`src/rtl/mono_page_framebuffer_blitter_defines.svh`:
```
`ifndef MONO_PAGE_FRAMEBUFFER_BLITTER_DEFINES_SVH
`define MONO_PAGE_FRAMEBUFFER_BLITTER_DEFINES_SVH

// concurrent check on the rising edge, held off while reset is asserted
`define MPFB_ASSERT(label, clk, rst_n, prop, msg) \
    label: assert property (@(posedge clk) disable iff (!rst_n) prop) \
        else $error(msg);

// concurrent check on the rising edge, live during reset as well
`define MPFB_ASSERT_ALWAYS(label, clk, prop, msg) \
    label: assert property (@(posedge clk) prop) else $error(msg);

`endif

```
`src/rtl/mpfb_pkg.sv`:
```
`timescale 1ns / 1ps
// ----------------------------------------------------------------------------
// mpfb_pkg
// Shared widths, codes and control types of the page framebuffer blitter.
// ----------------------------------------------------------------------------
package mpfb_pkg;

    localparam int SCREEN_WIDTH_DEF  = 128;
    localparam int SCREEN_HEIGHT_DEF = 64;
    localparam int PIX_PER_BYTE      = 8;

    // configuration field widths
    localparam int OX_W = 7;
    localparam int OY_W = 6;
    localparam int WW_W = 8;
    localparam int WH_W = 7;

    // item field widths
    localparam int BITS_W = 8;
    localparam int PAGE_W = 3;
    localparam int COL_W  = 7;
    localparam int DATA_W = 8;

    // configuration port
    localparam int APB_AW = 4;
    localparam int APB_DW = 32;

    // item function codes
    localparam logic FUNC_WRITE = 1'b0;
    localparam logic FUNC_READ  = 1'b1;

    typedef struct packed {
        logic [OX_W-1:0] origin_x;
        logic [OY_W-1:0] origin_y;
        logic [WW_W-1:0] win_width;
        logic [WH_W-1:0] win_height;
    } t_cfg;

    typedef struct packed {
        logic clear;
        logic take;
        logic blit;
        logic rd_issue;
        logic rd_grab;
        logic load_out;
    } t_cmd;

    typedef struct packed {
        logic clear_last;
        logic fits;
        logic blit_last;
        logic out_free;
    } t_status;

endpackage

```
`src/rtl/mpfb_regs.sv`:
```
`timescale 1ns / 1ps
// ----------------------------------------------------------------------------
// mpfb_regs
// APB-style register file holding the blit window configuration.
// ----------------------------------------------------------------------------
module mpfb_regs (
    input  logic                        i_clk,
    input  logic                        i_rst_n,
    input  logic                        psel,
    input  logic                        penable,
    input  logic                        pwrite,
    input  logic [mpfb_pkg::APB_AW-1:0] paddr,
    input  logic [mpfb_pkg::APB_DW-1:0] pwdata,
    output logic [mpfb_pkg::APB_DW-1:0] prdata,
    output logic                        pready,
    output mpfb_pkg::t_cfg              o_cfg
);
    import mpfb_pkg::*;

    typedef enum logic [1:0] {
        REG_ORIGIN_X,
        REG_ORIGIN_Y,
        REG_WIN_WIDTH,
        REG_WIN_HEIGHT
    } t_reg_idx;

    localparam logic [WW_W-1:0] WIN_WIDTH_RST  = WW_W'(8);
    localparam logic [WH_W-1:0] WIN_HEIGHT_RST = WH_W'(8);

    t_cfg     r_cfg;
    t_reg_idx w_idx;
    logic     w_wr;

    assign w_idx  = t_reg_idx'(paddr[APB_AW-1:2]);
    assign w_wr   = psel && penable && pwrite;
    assign pready = 1'b1;
    assign o_cfg  = r_cfg;

    always_ff @(posedge i_clk) begin
        if (!i_rst_n) begin
            r_cfg.origin_x   <= '0;
            r_cfg.origin_y   <= '0;
            r_cfg.win_width  <= WIN_WIDTH_RST;
            r_cfg.win_height <= WIN_HEIGHT_RST;
        end else if (w_wr) begin
            case (w_idx)
                REG_ORIGIN_X:   r_cfg.origin_x   <= pwdata[OX_W-1:0];
                REG_ORIGIN_Y:   r_cfg.origin_y   <= pwdata[OY_W-1:0];
                REG_WIN_WIDTH:  r_cfg.win_width  <= pwdata[WW_W-1:0];
                REG_WIN_HEIGHT: r_cfg.win_height <= pwdata[WH_W-1:0];
                default: ;
            endcase
        end
    end

    always_comb begin
        case (w_idx)
            REG_ORIGIN_X:   prdata = APB_DW'(r_cfg.origin_x);
            REG_ORIGIN_Y:   prdata = APB_DW'(r_cfg.origin_y);
            REG_WIN_WIDTH:  prdata = APB_DW'(r_cfg.win_width);
            REG_WIN_HEIGHT: prdata = APB_DW'(r_cfg.win_height);
            default:        prdata = '0;
        endcase
    end
endmodule

```
`config.mk`:
```
export PLATFORM = sky130hd
export DESIGN_NAME = mpfb_regs
export DESIGN_NICKNAME = d
export VERILOG_FILES = /design/src/rtl/mono_page_framebuffer_blitter_defines.svh /design/src/rtl/mpfb_pkg.sv /design/src/rtl/mpfb_regs.sv
export SDC_FILE = /design/constraint.sdc
export NUM_CORES = 1
export LEC_CHECK = 0
export ABC_AREA = 0
export BUFFER_PORTS_ARGS = -buffer_cell sky130_fd_sc_hd__clkbuf_2
export CAP_MARGIN = 30
export CORE_MARGIN = 5
export CORE_UTILIZATION = 44
export CTS_CLUSTER_SIZE = 28
export DETAILED_ROUTE_END_ITERATION = 7
export GPL_ROUTABILITY_DRIVEN = 0
export MAX_ROUTING_LAYER = met4
export PLACE_DENSITY_LB_ADDON = 0.08
export SYNTH_ARGS = -nofsm -noshare
export SYNTH_HDL_FRONTEND = slang
export SYNTH_SLANG_ARGS = --single-unit
```
`constraint.sdc`:
```
create_clock -name i_clk -period 3.2 [get_ports i_clk]
set_clock_uncertainty 0.1 [all_clocks]
set_input_delay 0.96 -clock i_clk [delete_from_list [all_inputs] [get_ports i_clk]]
set_output_delay 0.96 -clock i_clk [all_outputs]
set_load 0.005 [all_outputs]
```
Yosys cells after proc, flatten, opt, wreduce, memory -nomap -nowiden
Cells that the tools add are included.
{"block": "classes", "n_eq_ne": 3, "muxes": 1, "reduce_logical": 7}
{"cell": "$pmux W32 S4", "count": 1}
{"cell": "$reduce_and A2 Y1", "count": 4}
{"cell": "$eq A2 B2 Y1 const B", "count": 2}
{"cell": "$eq A2 B1 Y1 const B", "count": 1}
{"cell": "$logic_and A1 B1 Y1", "count": 2}
{"cell": "$logic_not A2 Y1", "count": 1}
{"block": "word_totals", "ff_bits": 28, "inputBits": 41, "out_inout_bits": 61, "word_cells": 15}

Depth between registers and ports, before layout
{"block": "logic_depth", "word_depth": 3, "mapped_depth": 4, "mapped_depth_nobuf": 3}

Worst setup path before layout
OpenSTA, ideal clock, no wires.
{"block": "synth_path", "path_type": "in2out", "from": "input paddr[2] (netlist name)", "to": "output prdata[6] (netlist name)", "t_arrival_ns": 1.675, "required_time_ns": 2.140, "setup_slack_ns": 0.465, "path_stages": 3, "path_buffers": 1, "cell_sequence": "buf_2 mux2_2 a22o_2"}
{"block": "synth_via", "elab_chain_len": 2, "word_cells_on_any_way": 5, "classes_between": "3 x eq/ne; 1 x mux; 1 x reduce/logical"}
{"item": "start: declaration", "line": "mpfb_regs.sv:12", "text": "input logic [mpfb_pkg::APB_AW-1:0] paddr,"}
{"item": "$eq A2 B2 Y1, or another cell as far along", "line": "mpfb_regs.sv:57", "text": "case (w_idx)"}
{"item": "$pmux W32 S4 (*)", "line": "mpfb_regs.sv:57"}
{"item": "end: declaration", "line": "mpfb_regs.sv:14", "text": "output logic [mpfb_pkg::APB_DW-1:0] prdata,"}
Mark *: on every way between the ends. The rest lies on a longest branch, timed or not. The select of a mux whose other input is x is not followed.

Final worst setup path
{"block": "layout_path", "from": "input paddr[3] (netlist name)", "to": "output prdata[4] (netlist name)"}
The elaborated chain is that of the path after synthesis.

==> metrics.txt <==
# TYPE chip_impl_metric gauge
chip_impl_metric{name="grt_antenna_before_repair",unit=""} 0
chip_impl_metric{name="cts_htree_levels",unit=""} 1
chip_impl_metric{name="timing_max_transition_violations_final",unit=""} 0
chip_impl_metric{name="fp.dieArea",unit="um2"} 4620
chip_impl_info{name="startpoint_type",value="input pin"} 1
chip_impl_metric{name="post-route-min-period",unit="ns"} 3.01
chip_impl_metric{name="synthDistinctLibCells",unit=""} 18
chip_impl_metric{name="final.fill_count",unit=""} 346
chip_impl_metric{name="post_synthesis_sequential_area_ratio",unit="%"} 37.9
chip_impl_metric{name="r2r_cells",unit=""} 2
chip_impl_metric{name="setup_viol_count_final",unit=""} 0
chip_impl_metric{name="netlist_instances",unit=""} 143
chip_impl_metric{name="finish.net_count",unit=""} 234
chip_impl_info{name="most_frequent_cp_cell",value="clkbuf_2"} 1
chip_impl_metric{name="critPathArrivalTime",unit="ns"} 1.95
chip_impl_metric{name="route.vias.total",unit=""} 1090
chip_impl_metric{name="max-vdd-ir-drop",unit="uV"} 307
chip_impl_metric{name="placeableCoreArea",unit="um2"} 3280
chip_impl_metric{name="initialDrtViolationCount",unit=""} 49
chip_impl_metric{name="post_drt_wl_per_cell",unit="um"} 13.7
chip_impl_metric{name="chipWidth",unit="um"} 68.0
chip_impl_metric{name="maximum_number_of_pins_on_one_net_before_global_route_repair",unit=""} 38
chip_impl_metric{name="postRouteAntennaNets",unit=""} 0
chip_impl_info{name="cts_tree",value="built"} 1
chip_impl_metric{name="average_footprint_of_a_synthesized_cell",unit="um2"} 10.3
chip_impl_info{name="hold_path.class",value="flip-flop to flip-flop"} 1
chip_impl_metric{name="ys_ff_latch",unit=""} 28
chip_impl_metric{name="std_cell_rows",unit=""} 21
chip_impl_info{name="crit_path_end_kind",value="output port"} 1
chip_impl_metric{name="max_cap_violations",unit=""} 0
chip_impl_metric{name="footprint_of_the_multi_input_gates",unit="um2"} 777
chip_impl_metric{name="number_of_cells_on_the_critical_path",unit=""} 3
chip_impl_metric{name="seq_area",unit="um2"} 561
chip_impl_metric{name="finalHoldViolations",unit=""} 0
chip_impl_metric{name="post_cts_setup_buffer_count",unit=""} 0
chip_impl_info{name="slowest_stage",value="mux4_1"} 1
chip_impl_metric{name="ctsResizeCount",unit=""} 0
chip_impl_metric{name="proportion_of_layout_cells_with_a_drive_suffix_above_1",unit="%"} 34.4
chip_impl_info{name="critical_path.cell_chain",value="clkbuf_2 > mux4_1 > clkbuf_2"} 1
chip_impl_metric{name="worst-slew-pin-transition",unit="ns"} 0.688
chip_impl_metric{name="cp_num_buf_inv",unit=""} 2
chip_impl_metric{name="flow.area_growth_from_synthesis",unit="%"} 16.9
chip_impl_metric{name="initial_core_util",unit="%"} 45.0
chip_impl_metric{name="layout_worst_path_cycle_share",unit="%"} 94.0
chip_impl_metric{name="avgViaCountPerCell",unit=""} 4.58
chip_impl_metric{name="grt_pass1_wl",unit="mm"} 5.11
chip_impl_metric{name="power.static_leakage",unit="nW"} 0.900
chip_impl_metric{name="achievable-frequency",unit="MHz"} 333
chip_impl_metric{name="route.final.wire_length",unit="mm"} 3.25
chip_impl_metric{name="die_height",unit="um"} 68.0
chip_impl_metric{name="timing.max_slew.rel_slack",unit="%"} 54.1
chip_impl_metric{name="largest_register_ffs",unit=""} 28
chip_impl_metric{name="cp_data_required_time",unit="ns"} 2.14
chip_impl_metric{name="number_of_remaining_drc_errors",unit=""} 0
chip_impl_metric{name="netlist_area",unit="um2"} 1480
chip_impl_info{name="outcome",value="finished, final reports clean"} 1
chip_impl_metric{name="antenna_cells_inserted",unit=""} 0
chip_impl_info{name="clk_root_buf",value="clkbuf_4"} 1
chip_impl_metric{name="number_of_global_route_vias_before_repair",unit=""} 1053
chip_impl_metric{name="max-clock-path-buffers",unit=""} 2
chip_impl_info{name="grt_setup_unrepaired",value="false"} 1
chip_impl_metric{name="place_worst_setup_slack",unit="ns"} 0.194
chip_impl_metric{name="hold_path_depth",unit=""} 2
chip_impl_metric{name="finalCoreUtilization",unit="%"} 52.6
chip_impl_info{name="worstSetupPathType",value="input pin to output port"} 1
chip_impl_metric{name="timing.final.ws_setup",unit="ns"} 0.193
chip_impl_metric{name="drt_first_pass_iters",unit=""} 3
chip_impl_metric{name="power-per-cell-area",unit="nW/um2"} 377
chip_impl_metric{name="cts_bufs_inserted",unit=""} 3
chip_impl_metric{name="cts.hold.buffers_added",unit=""} 0
chip_impl_metric{name="setup-tns-final",unit="ns"} 0
chip_impl_metric{name="port_buffers",unit=""} 50
chip_impl_info{name="crit_family",value="multiplexers"} 1
chip_impl_metric{name="cpPeakStageDelay",unit="ns"} 0.61
chip_impl_metric{name="ys_warn_count",unit=""} 0
chip_impl_metric{name="grt_remaining_overflow",unit=""} 0
chip_impl_metric{name="cts.sinks",unit=""} 28
chip_impl_metric{name="clock_latency",unit="ns"} 0.33
chip_impl_metric{name="top_fanout_value_on_the_critical_path",unit=""} 7
chip_impl_metric{name="floorplan.io_pins",unit=""} 102
chip_impl_metric{name="cts.clk_slew.worst_paths",unit="ns"} 0.15
chip_impl_metric{name="dp.final_hpwl",unit="mm"} 2.50
chip_impl_metric{name="groute.usage.overall",unit="%"} 15.0
## synth_stat cells
| master | n | area [um2] |
|---|---|---|
| nand2_1 | 34 | 128 |
| dfxtp_1 | 28 | 561 |
| mux2i_1 | 28 | 280 |
| buf_4 | 26 | 195 |
| mux4_1 | 6 | 158 |
| buf_2 | 5 | 25.0 |
| nor2b_1 | 3 | 18.8 |
| conb_1 | 2 | 7.51 |
| nand3_2 | 2 | 20.0 |
| a22o_2 | 1 | 10.0 |
| and3_1 | 1 | 6.26 |
| and3b_2 | 1 | 10.0 |
| buf_6 | 1 | 11.3 |
| mux2_2 | 1 | 11.3 |
| nand2_2 | 1 | 6.26 |
| nor2_1 | 1 | 3.75 |
| nor3b_1 | 1 | 7.51 |
| nor3b_4 | 1 | 18.8 |
## layout make-up
type	count	area share, %
multi-input combinational	106	45.0
sequential	28	32.4
timing repair buffer	54	16.2
tap	46	3.33
clock inverter	1	1.74
clock buffer	3	1.30
## report_power, final
group | total, mW | internal [mW] | switching, mW | leakage [nW]
sequential | 0.357 | 0.353 | 0.00326 | 0.226
clock | 0.232 | 0.127 | 0.105 | 0.0279
combinational | 0.0637 | 0.0257 | 0.0380 | 0.646
## layer usage
metal  part of all wire, %  global-route usage, %  vias up
met4                   1.1                   4.47        0
met1                    44                   18.7      509
met2                    48                   25.2       41
li1                      -                      -      536
met5                     0                      -        -
met3                   7.3                   2.30        4
## path summary, 6_finish.rpt
| kind | end | from | slack, ns |
|---|---|---|---|
| hold / removal | o_cfg[13]$_SDFFE_PN0P_ | o_cfg[13]$_SDFFE_PN0P_ | 0.38 |
| setup / recovery | prdata[4] | paddr[3] | 0.19 |
| hold reg to reg | o_cfg[13]$_SDFFE_PN0P_ | o_cfg[13]$_SDFFE_PN0P_ | 0.38 |
| setup reg to reg | o_cfg[27]$_SDFFE_PN0P_ | o_cfg[27]$_SDFFE_PN0P_ | 2.43 |
## cells by family (layout without fill, tap and decap cells)
kind of cell	after synthesis	count (layout)	synth area share, %
simple gates	45	45	14.8
other cells	2	25	0.508
buf+inv	32	58	15.7
compound gates	1	1	0.677
mux	35	35	30.4
flops	28	28	37.9
## placed cells by master (no fill, tap or decap), drive strengths merged
| cell type | n |
|---|---|
| a22o | 1 |
| and3 | 1 |
| and3b | 1 |
| buf | 4 |
| bufinv | 1 |
| clkbuf | 53 |
| conb | 25 |
| dfxtp | 28 |
| mux2 | 1 |
| mux2i | 28 |
| mux4 | 6 |
| nand2 | 35 |
| nand3 | 2 |
| nor2 | 1 |
| nor2b | 3 |
| nor3b | 2 |
## worst register-to-register path: cells and delay by family (launching register included)
kind | cells | cell delay, ns
DFF | 1 | 0.39
muxes | 1 | 0.15
and+or+nand+nor | 1 | 0.06
## per-stage QoR
stage | cell area [um2] | power, mW | hold WS, ns | std cells
global placement | 1680 | 0.427 | 0.353 | 234
global route | 1730 | 0.682 | 0.402 | 238
CTS | 1730 | 0.659 | 0.385 | 238
detailed placement | 1680 | 0.428 | 0.365 | 234
finish | 1730 | 0.652 | 0.384 | 238
floorplan | 1560 | 0.426 | 0.359 | 166
No activity file was read; power rests on OpenSTA's default activity.
