--- src/rtl/mono_page_framebuffer_blitter_defines.svh ---
`ifndef MONO_PAGE_FRAMEBUFFER_BLITTER_DEFINES_SVH
`define MONO_PAGE_FRAMEBUFFER_BLITTER_DEFINES_SVH

// concurrent check on the rising edge, held off while reset is asserted
`define MPFB_ASSERT(label, clk, rst_n, prop, msg) \
    label: assert property (@(posedge clk) disable iff (!rst_n) prop) \
        else $error(msg);

// concurrent check on the rising edge, live during reset as well
`define MPFB_ASSERT_ALWAYS(label, clk, prop, msg) \
    label: assert property (@(posedge clk) prop) else $error(msg);

`endif

--- src/rtl/mpfb_pkg.sv ---
`timescale 1ns / 1ps
// ----------------------------------------------------------------------------
// mpfb_pkg
// Shared widths, codes and control types of the page framebuffer blitter.
// ----------------------------------------------------------------------------
package mpfb_pkg;

    localparam int SCREEN_WIDTH_DEF  = 128;
    localparam int SCREEN_HEIGHT_DEF = 64;
    localparam int PIX_PER_BYTE      = 8;

    // configuration field widths
    localparam int OX_W = 7;
    localparam int OY_W = 6;
    localparam int WW_W = 8;
    localparam int WH_W = 7;

    // item field widths
    localparam int BITS_W = 8;
    localparam int PAGE_W = 3;
    localparam int COL_W  = 7;
    localparam int DATA_W = 8;

    // configuration port
    localparam int APB_AW = 4;
    localparam int APB_DW = 32;

    // item function codes
    localparam logic FUNC_WRITE = 1'b0;
    localparam logic FUNC_READ  = 1'b1;

    typedef struct packed {
        logic [OX_W-1:0] origin_x;
        logic [OY_W-1:0] origin_y;
        logic [WW_W-1:0] win_width;
        logic [WH_W-1:0] win_height;
    } t_cfg;

    typedef struct packed {
        logic clear;
        logic take;
        logic blit;
        logic rd_issue;
        logic rd_grab;
        logic load_out;
    } t_cmd;

    typedef struct packed {
        logic clear_last;
        logic fits;
        logic blit_last;
        logic out_free;
    } t_status;

endpackage

--- src/rtl/mpfb_ctrl.sv ---
`timescale 1ns / 1ps
// ----------------------------------------------------------------------------
// mpfb_ctrl
// Sequencer: screen clear, item dispatch, pixel loop and result hand-off.
// ----------------------------------------------------------------------------
module mpfb_ctrl (
    input  logic              i_clk,
    input  logic              i_rst_n,
    input  logic              i_in_valid,
    input  logic              i_in_func,
    input  mpfb_pkg::t_status i_status,
    output logic              o_in_ready,
    output mpfb_pkg::t_cmd    o_cmd
);
    import mpfb_pkg::*;

    typedef enum logic [2:0] {
        S_CLEAR,
        S_IDLE,
        S_CHECK,
        S_BLIT,
        S_READ,
        S_RWAIT,
        S_FINISH
    } t_state;

    t_state r_state;
    t_state n_state;

    always_comb begin
        n_state    = r_state;
        o_cmd      = '0;
        o_in_ready = 1'b0;
        case (r_state)
            S_CLEAR: begin
                o_cmd.clear = 1'b1;
                if (i_status.clear_last) n_state = S_IDLE;
            end
            S_IDLE: begin
                o_in_ready = 1'b1;
                if (i_in_valid) begin
                    o_cmd.take = 1'b1;
                    n_state    = (i_in_func == FUNC_READ) ? S_READ : S_CHECK;
                end
            end
            S_CHECK: begin
                // a byte that does not fit is ignored
                n_state = i_status.fits ? S_BLIT : S_FINISH;
            end
            S_BLIT: begin
                o_cmd.blit = 1'b1;
                if (i_status.blit_last) n_state = S_FINISH;
            end
            S_READ: begin
                o_cmd.rd_issue = 1'b1;
                n_state        = S_RWAIT;
            end
            S_RWAIT: begin
                o_cmd.rd_grab = 1'b1;
                n_state       = S_FINISH;
            end
            S_FINISH: begin
                if (i_status.out_free) begin
                    o_cmd.load_out = 1'b1;
                    n_state        = S_IDLE;
                end
            end
            default: n_state = S_IDLE;
        endcase
    end

    always_ff @(posedge i_clk) begin
        if (!i_rst_n) begin
            r_state <= S_CLEAR;
        end else begin
            r_state <= n_state;
        end
    end
endmodule

--- config.mk ---
export PLATFORM = sky130hd
export DESIGN_NAME = mpfb_ctrl
export DESIGN_NICKNAME = d
export VERILOG_FILES = /design/src/rtl/mono_page_framebuffer_blitter_defines.svh /design/src/rtl/mpfb_pkg.sv /design/src/rtl/mpfb_ctrl.sv
export SDC_FILE = /design/constraint.sdc
export NUM_CORES = 1
export LEC_CHECK = 0
export BUFFER_PORTS_ARGS = -buffer_cell sky130_fd_sc_hd__clkbuf_2
export CAP_MARGIN = 40
export CORE_AREA = 2 2 39 41
export CTS_BUF_LIST = sky130_fd_sc_hd__clkbuf_2 sky130_fd_sc_hd__clkbuf_4 sky130_fd_sc_hd__clkbuf_8
export DETAILED_ROUTE_END_ITERATION = 10
export DIE_AREA = 0 0 41 43
export MAX_ROUTING_LAYER = met4
export SETUP_SLACK_MARGIN = 0.4
export SYNTH_ARGS = -nofsm -noshare
export SYNTH_HDL_FRONTEND = slang
export SYNTH_SLANG_ARGS = --single-unit
--- constraint.sdc ---
create_clock -name i_clk -period 1.9 [get_ports i_clk]
set_input_delay 0.57 -clock i_clk [delete_from_list [all_inputs] [get_ports i_clk]]
set_output_delay 0.57 -clock i_clk [all_outputs]
set_load 0.01 [all_outputs]
Yosys cells after proc, flatten, opt, wreduce, memory -nomap -nowiden
Index checks and enable logic that the tools add are counted.
Word-level totals
  register bits after elaboration: 3
  input port bits: 8
  logic and storage cells: 29
Operators by class
  eq/ne operators: 10
  muxes and demuxes: 16
  reductions and logical operators: 2
Operators by type and width (number)
  case mux 3 bit (7 select lines): 1
  2-to-1 mux 3 bit: 6
  equality test 3 bit, second input constant: 3
  2-to-1 mux 1 bit: 9
  != test 2 bit, second input constant: 4
  equality test 3 x 2 -> 1 bit, second input constant: 2
  AND reduction 4 bit: 1
  equality test 3 x 1 -> 1 bit, second input constant: 1
  logical NOT 3 bit: 1

Longest topological paths before layout
Gate-level depths: netlist (run 1).
  depth in word-level cells: 3
  mapped depth: 4

Worst setup path before layout (run 1)
Ideal clock, no wire load.
  kind: flip-flop to output port
  start point: reg r_state[1]
  end point: out o_cmd[1] (netlist name)
  data arrival time: 0.880 ns
  setup slack: 0.450 ns
  cell stages (with the launch flop): 4
  buffers on the path: 1
  path through: dfxtp_1 > buf_4 > and2b_2 > and2_1
RTL lines
  start: declaration: line mpfb_ctrl.sv:27  | t_state r_state;
  start signal: assignment: line mpfb_ctrl.sv:76  | r_state <= n_state;
  end: declaration: line mpfb_ctrl.sv:13  | output mpfb_pkg::t_cmd o_cmd

==> flow_summary.json, run 1 <==
{
  "max-vdd-ir-drop_uv": 199.3,
  "async_reset_ff_frac": 0,
  "h-tree-depth": 1,
  "vias": 342,
  "cap_violations": 0,
  "finalHoldViolCount": 0,
  "syn_inst": 36,
  "start_util": 0.2107,
  "largest_reg_flops": 3,
  "relSlewSlack": 0.8172,
  "min_path_type": "input port to register",
  "ys_seq_area_frac": 0.2060,
  "wl_per_cell_um": 11.24,
  "yosys_most_used_dff": "dfxtp_1",
  "dp_hpwl_um": 516.1,
  "fill_cells": 146,
  "synth_edf_count": 0,
  "core_area_mm2": 0.001384,
  "rows": 14,
  "period_needed_ps": 1649,
  "layout-drive-gt1-share": 0.5517,
  "worstPathArrival_ps": 1080,
  "skew_ps": 1.269,
  "ys_types": 24,
  "tightest_slew_ps": 270.5,
  "numClockSinks": 3,
  "hold_slack_ps": 594.2,
  "grt_pass1_vias": 322,
  "finalSetupTns_ps": 0,
  "clk_latency_ps": 240,
  "synthesis.nets": 44,
  "slowest_stage": "dfxtp_4",
  "rsz0062_at_grt": "true",
  "critPathMaxStageDelay_ps": 380,
  "synth.avg_cell_area_um2": 8.098,
  "crit_path_end_kind": "primary output",
  "place_congestion": 0.7444,
  "track_usage": 0.1192,
  "ios": 15,
  "grt_first_pass_wirelength_um": 1338,
  "die_h_um": 43,
  "reg_top3": "r_state: 3 flops",
  "ant_nets": 0,
  "place_area_um2": 365.4,
  "fin_nets": 67,
  "fin_crit_sh": 0.8679,
  "io_buffers": 14,
  "crit_chain": "and2b_2, and2_1, clkbuf_2",
  "worstSetupPathType": "register to primary output",
  "grt_start_max_net_pins": 14,
  "status": "completed",
  "p_leak_nw": 0.2247,
  "drc_errors": 0,
  "vias_per_cell": 4.622,
  "setup_violations": 0,
  "grt_overflow": 0,
  "initialDrtViolationCount": 5,
  "pwr_density_cell_mw_per_mm2": 641.0,
  "synth_area_um2": 291.5,
  "top_register": "r_state",
  "dieWidth_um": 41,
  "numCtsBuffers": 3,
  "cp_max_fo": 6,
  "slew_viol_final": 0,
  "drt_wl_total_um": 832,
  "die_area_mm2": 0.001763,
  "path_clk_slew_ps": 40,
  "yosysWarnings": 0,
  "synth-seq-cells": 3,
  "area_delta_synth_final_pct": 58.80,
  "drt-pass1-iter-count": 5,
  "cp.required_ps": 1330,
  "startpoint_type": "register",
  "cts-root-buf": "clkbuf_4",
  "fin_area_um2": 462.9,
  "cts_tree": "done",
  "diodes": 0,
  "max_freq_mhz": 606.4,
  "cts_hold_buf": 0,
  "antenna_found_initial": 0,
  "clockBufferDepth": 2
}
## cells in the final DEF (no fill, tap or decap), types with 2 or more instances in the layout
cell type   n
clkbuf_2   11
buf_4       5
o21ai_0     4
clkbuf_4    4
buf_2       3
dfxtp_4     3
nor3b_2     2
and2_1      2
nor3_1      2
nor2b_1     2
nand2_1     2
a21boi_1    2
## final timing paths
path | from | to | slack, ps | depth (start not counted)
max | r_state[1]$_SDFFE_PN0P_ | o_cmd[1] | 250 | 3
min | i_rst_n | r_state[1]$_SDFFE_PN0P_ | 590 | 2
max reg2reg | r_state[2]$_SDFFE_PN0P_ | r_state[0]$_SDFFE_PN0P_ | 490 | 5
min reg2reg | r_state[2]$_SDFFE_PN0P_ | r_state[1]$_SDFFE_PN0P_ | 630 | 3
## area by class of cell
cell class | instances | area (um^2) | area share
clock buffers | 4 | 30.03 | 0.06486
multi-input cells | 30 | 219.0 | 0.4730
well taps | 16 | 20.02 | 0.04324
repair buffers | 21 | 122.6 | 0.2649
flip-flops and latches | 3 | 71.32 | 0.1541
## kinds of logic after synthesis
| logic type | share of synthesized area |
|---|---|
| buffers and inverters | 0.08154 |
| AOI/OAI and AO/OA | 0.2060 |
| muxes | 0.03434 |
| DFF | 0.2060 |
| and+or+nand+nor | 0.4721 |
## power by group
group / internal, mW / total, mW / switching [mW]
clock network: 0.0932 / 0.130 / 0.0367
registers: 0.0686 / 0.0824 / 0.0139
logic: 0.0477 / 0.0845 / 0.0367
total: 0.209 / 0.297 / 0.0873
## synthesized netlist by cell type (2+ instances only)
cell,n,area share
nor2b_1,2,0.043
dfxtp_1,3,0.21
nand2_1,2,0.026
nor3_1,2,0.034
o21ai_0,4,0.069
a21boi_1,2,0.051
nor3b_1,3,0.077
and2_1,2,0.043
## what timing repair did
item                                    4_1_cts  5_1_grt
endpoints found under the setup margin        7        8
resized for setup                            10        3
buffers inserted                              6        0
pin swaps                                     3        2
## layer usage
metal | track usage | wire, um | vias to the layer above
met5 | - | 0 | -
met2 | 0.1656 | 438 | 8
li1 | - | - | 174
met4 | 0.1000 | 16 | 0
met3 | 0.01571 | 21 | 2
met1 | 0.1442 | 356 | 158
## through the flow
stage	power, mW	setup WS (ps)	instances	utilization
floorplan	0.1277	449.7	36	-
global placement	0.1499	254.8	64	0.2640
detailed placement	0.1503	238.9	64	0.2640
CTS	0.2999	244.5	74	0.3345
global route	0.3104	224.0	74	0.3345
finish	0.2967	250.9	74	0.3345
## critical path, delay by kind of cell, from the launching register on
kind                   cells  cell delay, ps
and+or+nand+nor            2             350
buffers and inverters      1             120
DFF                        1             380
(Power assumes the default switching activity.)
==> inputs of run 2 (changes only) <==
- CELL_PAD_IN_SITES_DETAIL_PLACEMENT: default -> 0
- CELL_PAD_IN_SITES_GLOBAL_PLACEMENT: default -> 1
- PLACE_DENSITY: default -> 0.69
- clock period: 1.9 -> 1.35 ns (I/O delays scaled with it)
==> flow_summary.json, run 2 (synthesis results as in run 1) <==
{
  "min_to": "r_state[0]$_SDFFE_PN0P_",
  "cts-root-buf": "clkbuf_4",
  "initialDrtViolationCount": 8,
  "grt_start_max_net_pins": 9,
  "ff2ff_path_depth": 4,
  "finalSetupTns_ps": -698.6,
  "grt_pass1_vias": 333,
  "startpoint_type": "register",
  "reg_top3": "r_state: 3 flops",
  "h-tree-depth": 1,
  "cp.required_ps": 950,
  "rsz0062_at_grt": "true",
  "fin_crit_sh": 1.109,
  "tightest_slew_ps": 308.0,
  "pwr_density_cell_mw_per_mm2": 875.3,
  "largest_reg_flops": 3,
  "hold_slack_ps": 432.9,
  "worst-path-buf-inv": 1,
  "place_area_um2": 405.4,
  "finalHoldViolCount": 0,
  "vias_per_cell": 4.893,
  "wl_per_cell_um": 11.60,
  "numCtsBuffers": 3,
  "clk_latency_ps": 240,
  "fin_nets": 68,
  "timing.rr.start": "r_state[1]$_SDFFE_PN0P_",
  "setup_violations": 7,
  "worstPathArrival_ps": 1090,
  "clockBufferDepth": 2,
  "diodes": 0,
  "drt_wl_total_um": 870,
  "worstSetupPathType": "register to primary output",
  "rows": 14,
  "drc_errors": 0,
  "vias": 367,
  "grt_first_pass_wirelength_um": 1283,
  "cp_max_fo": 6,
  "crit_path_end_kind": "primary output",
  "cap_violations": 0,
  "die_area_mm2": 0.001763,
  "top_register": "r_state",
  "dp_hpwl_um": 628.3,
  "worst_r2r_endpoint": "r_state[0]$_SDFFE_PN0P_",
  "core_area_mm2": 0.001384,
  "cts_hold_buf": 0,
  "crit_chain": "and2b_2, and2_4, buf_6",
  "period_needed_ps": 1498,
  "crit_family": "flip-flops",
  "slew_viol_final": 0,
  "final_util": 0.3716,
  "grt_overflow": 0,
  "layout_common_cells": "clkbuf_2 (9), buf_6 (6), clkbuf_4 (4), buf_4 (4)",
  "p_leak_nw": 0.2467,
  "min_path_type": "input port to register",
  "hold_path.startpoint": "i_rst_n",
  "slowest_stage": "dfxtp_4",
  "rrSetupSlack_ps": 40,
  "critPathMaxStageDelay_ps": 380,
  "numClockSinks": 3,
  "dieWidth_um": 41,
  "dp_slack_ps": 31.65,
  "skew_ps": 2.624,
  "status": "finished, violations left",
  "violations": "setup timing",
  "fin_area_um2": 514.2,
  "place_congestion": 0.7278,
  "setup_slack_ps": -147.6,
  "antenna_found_initial": 0,
  "path_clk_slew_ps": 40,
  "drt-pass1-iter-count": 4,
  "max-vdd-ir-drop_uv": 272.1,
  "start_util": 0.2107,
  "min_path_cells": 2,
  "ios": 15,
  "ant_nets": 0,
  "layout-drive-gt1-share": 0.6271,
  "relSlewSlack": 0.7921,
  "track_usage": 0.1151,
  "die_h_um": 43,
  "cts_tree": "done",
  "area_delta_synth_final_pct": 76.39,
  "io_buffers": 14,
  "max_freq_mhz": 667.7,
  "layout_commonest_cell": "clkbuf_2"
}
run 2: cell count changes in the layout (fill, tap and decap cells not counted), sizes merged:
cell | before | now
clkbuf | 15 | 13
buf | 10 | 13
run 2: per-stage QoR:
stage	std cells	power, mW
3_3_place_gp	67	0.2315
5_1_grt	75	0.4665
3_5_place_dp	67	0.2326
4_1_cts	74	0.4404
6_report	75	0.4501
2_1_floorplan	36	0.1920
run 2: metal layers:
metal | track usage | wire length (um)
met1 | 0.1186 | 337
met2 | 0.1781 | 438
met3 | 0 | 56
met4 | 0.1200 | 37
met5 | - | 0
run 2: final cells by class:
cell class	count	area [um^2]
timing repair buffer	22	157.7
clock buffer	4	30.03
fill	163	869.6
sequential	3	71.32
tap	16	20.02
multi-input combinational	30	235.2
run 2: power by group:
group | leakage [nW] | switching (mW) | internal (mW) | total, mW
Sequential | 0.0267 | 0.0161 | 0.0964 | 0.113
Combinational | 0.202 | 0.0619 | 0.0874 | 0.149
Clock | 0.0184 | 0.0567 | 0.131 | 0.188
Total | 0.247 | 0.135 | 0.315 | 0.450
run 2: worst reg2reg max path, delay by kind of cell, from the launching register on:
family	cells	cell delay (ps)
compound gates	1	130
buf+inv	1	150
flops	1	360
simple gates	2	600
run 2: worst max-delay path by stage:
stage	depth (start not counted)	from	end	slack, ps
6_report	3	r_state[1]$_SDFFE_PN0P_	o_cmd[1]	-150
5_1_grt	3	r_state[1]$_SDFFE_PN0P_	o_cmd[1]	-170
4_1_cts	3	r_state[1]$_SDFFE_PN0P_	o_cmd[1]	-140
3_5_place_dp	3	r_state[1]$_SDFFE_PN0P_	o_cmd[1]	30
3_3_place_gp	3	r_state[1]$_SDFFE_PN0P_	o_cmd[1]	30
2_1_floorplan	3	r_state[1]$_SDFFE_PN0P_	o_cmd[1]	140
run 2: repair_timing:
item | 4_1_cts | 5_1_grt
pin swaps | 5 | 2
gates resized for setup | 10 | 10
setup endpoints to repair | 10 | 10
gates cloned | 0 | 0
buffers inserted | 3 | 1
hold endpoints to repair | 0 | 0
==> inputs of run 3 (changes only) <==
- PLACE_DENSITY: 0.69 -> default
- PLACE_DENSITY_LB_ADDON: default -> 0.25
- SKIP_LAST_GASP: default -> 1
- clock period: 1.35 -> 1.4 ns (I/O delays scaled with it)
==> flow_summary.json, run 3 (synthesis results as in run 1) <==
{
  "status": "finished, violations left",
  "wl_per_cell_um": 11.85,
  "drt_wl_total_um": 936,
  "io_buffers": 14,
  "cp.required_ps": 980,
  "power_mw": 0.4333,
  "startpoint_type": "register",
  "cts_tree": "done",
  "antenna_found_initial": 0,
  "cts_hold_buf": 0,
  "ios": 15,
  "period_needed_ps": 1509,
  "area_delta_synth_final_pct": 83.26,
  "clk_latency_ps": 230,
  "critPathMaxStageDelay_ps": 400,
  "reg_top3": "r_state: 3 flops",
  "grt_pass1_vias": 328,
  "crit_path_end_kind": "primary output",
  "largest_reg_flops": 3,
  "dp_slack_ps": 30.27,
  "slew_viol_final": 0,
  "die_area_mm2": 0.001763,
  "finalHoldViolCount": 0,
  "skew_ps": 5.155,
  "h-tree-depth": 1,
  "grt_overflow": 0,
  "track_usage": 0.1274,
  "worstSetupPathType": "register to primary output",
  "drc_errors": 0,
  "layout-drive-gt1-share": 0.6349,
  "grt_start_max_net_pins": 9,
  "cts-root-buf": "clkbuf_4",
  "place_inst": 65,
  "slowest_stage": "dfxtp_4",
  "finalSetupTns_ps": -400.7,
  "rsz0062_at_grt": "true",
  "setup_violations": 7,
  "clockBufferDepth": 2,
  "ant_nets": 0,
  "setup_slack_ps": -108.9,
  "pwr_density_cell_mw_per_mm2": 811.0,
  "numClockSinks": 3,
  "max_freq_mhz": 662.8,
  "fin_nets": 72,
  "path_clk_slew_ps": 40,
  "min_path_type": "input port to register",
  "diodes": 0,
  "top_register": "r_state",
  "grt_first_pass_wirelength_um": 1511,
  "layout_commonest_cell": "clkbuf_2",
  "cp_max_fo": 8,
  "start_util": 0.2107,
  "worstPathArrival_ps": 1090,
  "place_congestion": 0.7046,
  "die_h_um": 43,
  "dp_hpwl_um": 562.2,
  "drt-pass1-iter-count": 2,
  "relSlewSlack": 0.8022,
  "max-vdd-ir-drop_uv": 298.6,
  "finalNonFillerCells": 79,
  "fin_area_um2": 534.3,
  "layout_common_cells": "clkbuf_2 (11), buf_4 (7), buf_6 (5), clkbuf_4 (4)",
  "dieWidth_um": 41,
  "vias": 351,
  "fin_crit_sh": 1.078,
  "violations": "setup timing",
  "numCtsBuffers": 3,
  "rows": 14,
  "place_area_um2": 390.4,
  "initialDrtViolationCount": 2,
  "cap_violations": 0,
  "vias_per_cell": 4.443,
  "crit_chain": "and2b_1, and2_4, buf_6",
  "core_area_mm2": 0.001384,
  "p_leak_nw": 0.2614,
  "tightest_slew_ps": 292.9
}
run 3: cell count changes in the layout (fill, tap and decap cells not counted):
cell / delta
o21ai_1: -1
buf_6: -1
buf_4: +3
clkbuf_2: +2
buf_1: +1
buf_2: -1
o21ai_0: +1
run 3: routing by layer:
layer / global-route usage / vias to the layer above / part of all wire
met5: - / - / 0
met4: 0.02000 / 0 / 0
met3: 0.03141 / 0 / 0.062
met2: 0.1813 / 11 / 0.46
met1: 0.1827 / 155 / 0.48
li1: - / 185 / -
run 3: timing repair:
action,in CTS,in global routing
pin swaps,0,3
gates resized for setup,6,14
setup endpoints to repair,10,10
setup buffers,6,4
run 3: metrics by stage:
stage | hold slack, ps | utilization
after floorplan | 566.3 | -
after global placement | 579.8 | 0.2821
after detailed placement | 571.3 | 0.2821
after CTS | 461.8 | 0.3391
after global routing | 470.5 | 0.3861
final | 464.9 | 0.3861
run 3: cell type report:
cell class | instances | area (um^2)
Multi-Input combinational cell | 30 | 235.2
Clock buffer | 4 | 30.03
Timing Repair Buffer | 26 | 177.7
Sequential cell | 3 | 71.32
Fill cell | 154 | 849.6
Tap cell | 16 | 20.02
run 3: worst max-delay path: cells and delay by family, from the launching register on:
family / cells / cell delay [ps]
buffers and inverters: 1 / 110
flip-flops: 1 / 400
AND/OR/NAND/NOR: 2 / 330
run 3: final timing paths:
path | from | endpoint | slack (ps) | cells past startpoint
min | i_rst_n | r_state[0]$_SDFFE_PN0P_ | 460 | 2
max reg2reg | r_state[2]$_SDFFE_PN0P_ | r_state[0]$_SDFFE_PN0P_ | 40 | 4
max | r_state[2]$_SDFFE_PN0P_ | o_cmd[3] | -110 | 3
min reg2reg | r_state[1]$_SDFFE_PN0P_ | r_state[1]$_SDFFE_PN0P_ | 670 | 3
run 3: report_power, final:
group / switching (mW) / internal, mW
Combinational: 0.0606 / 0.0880
Clock: 0.0475 / 0.126
Sequential: 0.0179 / 0.0930
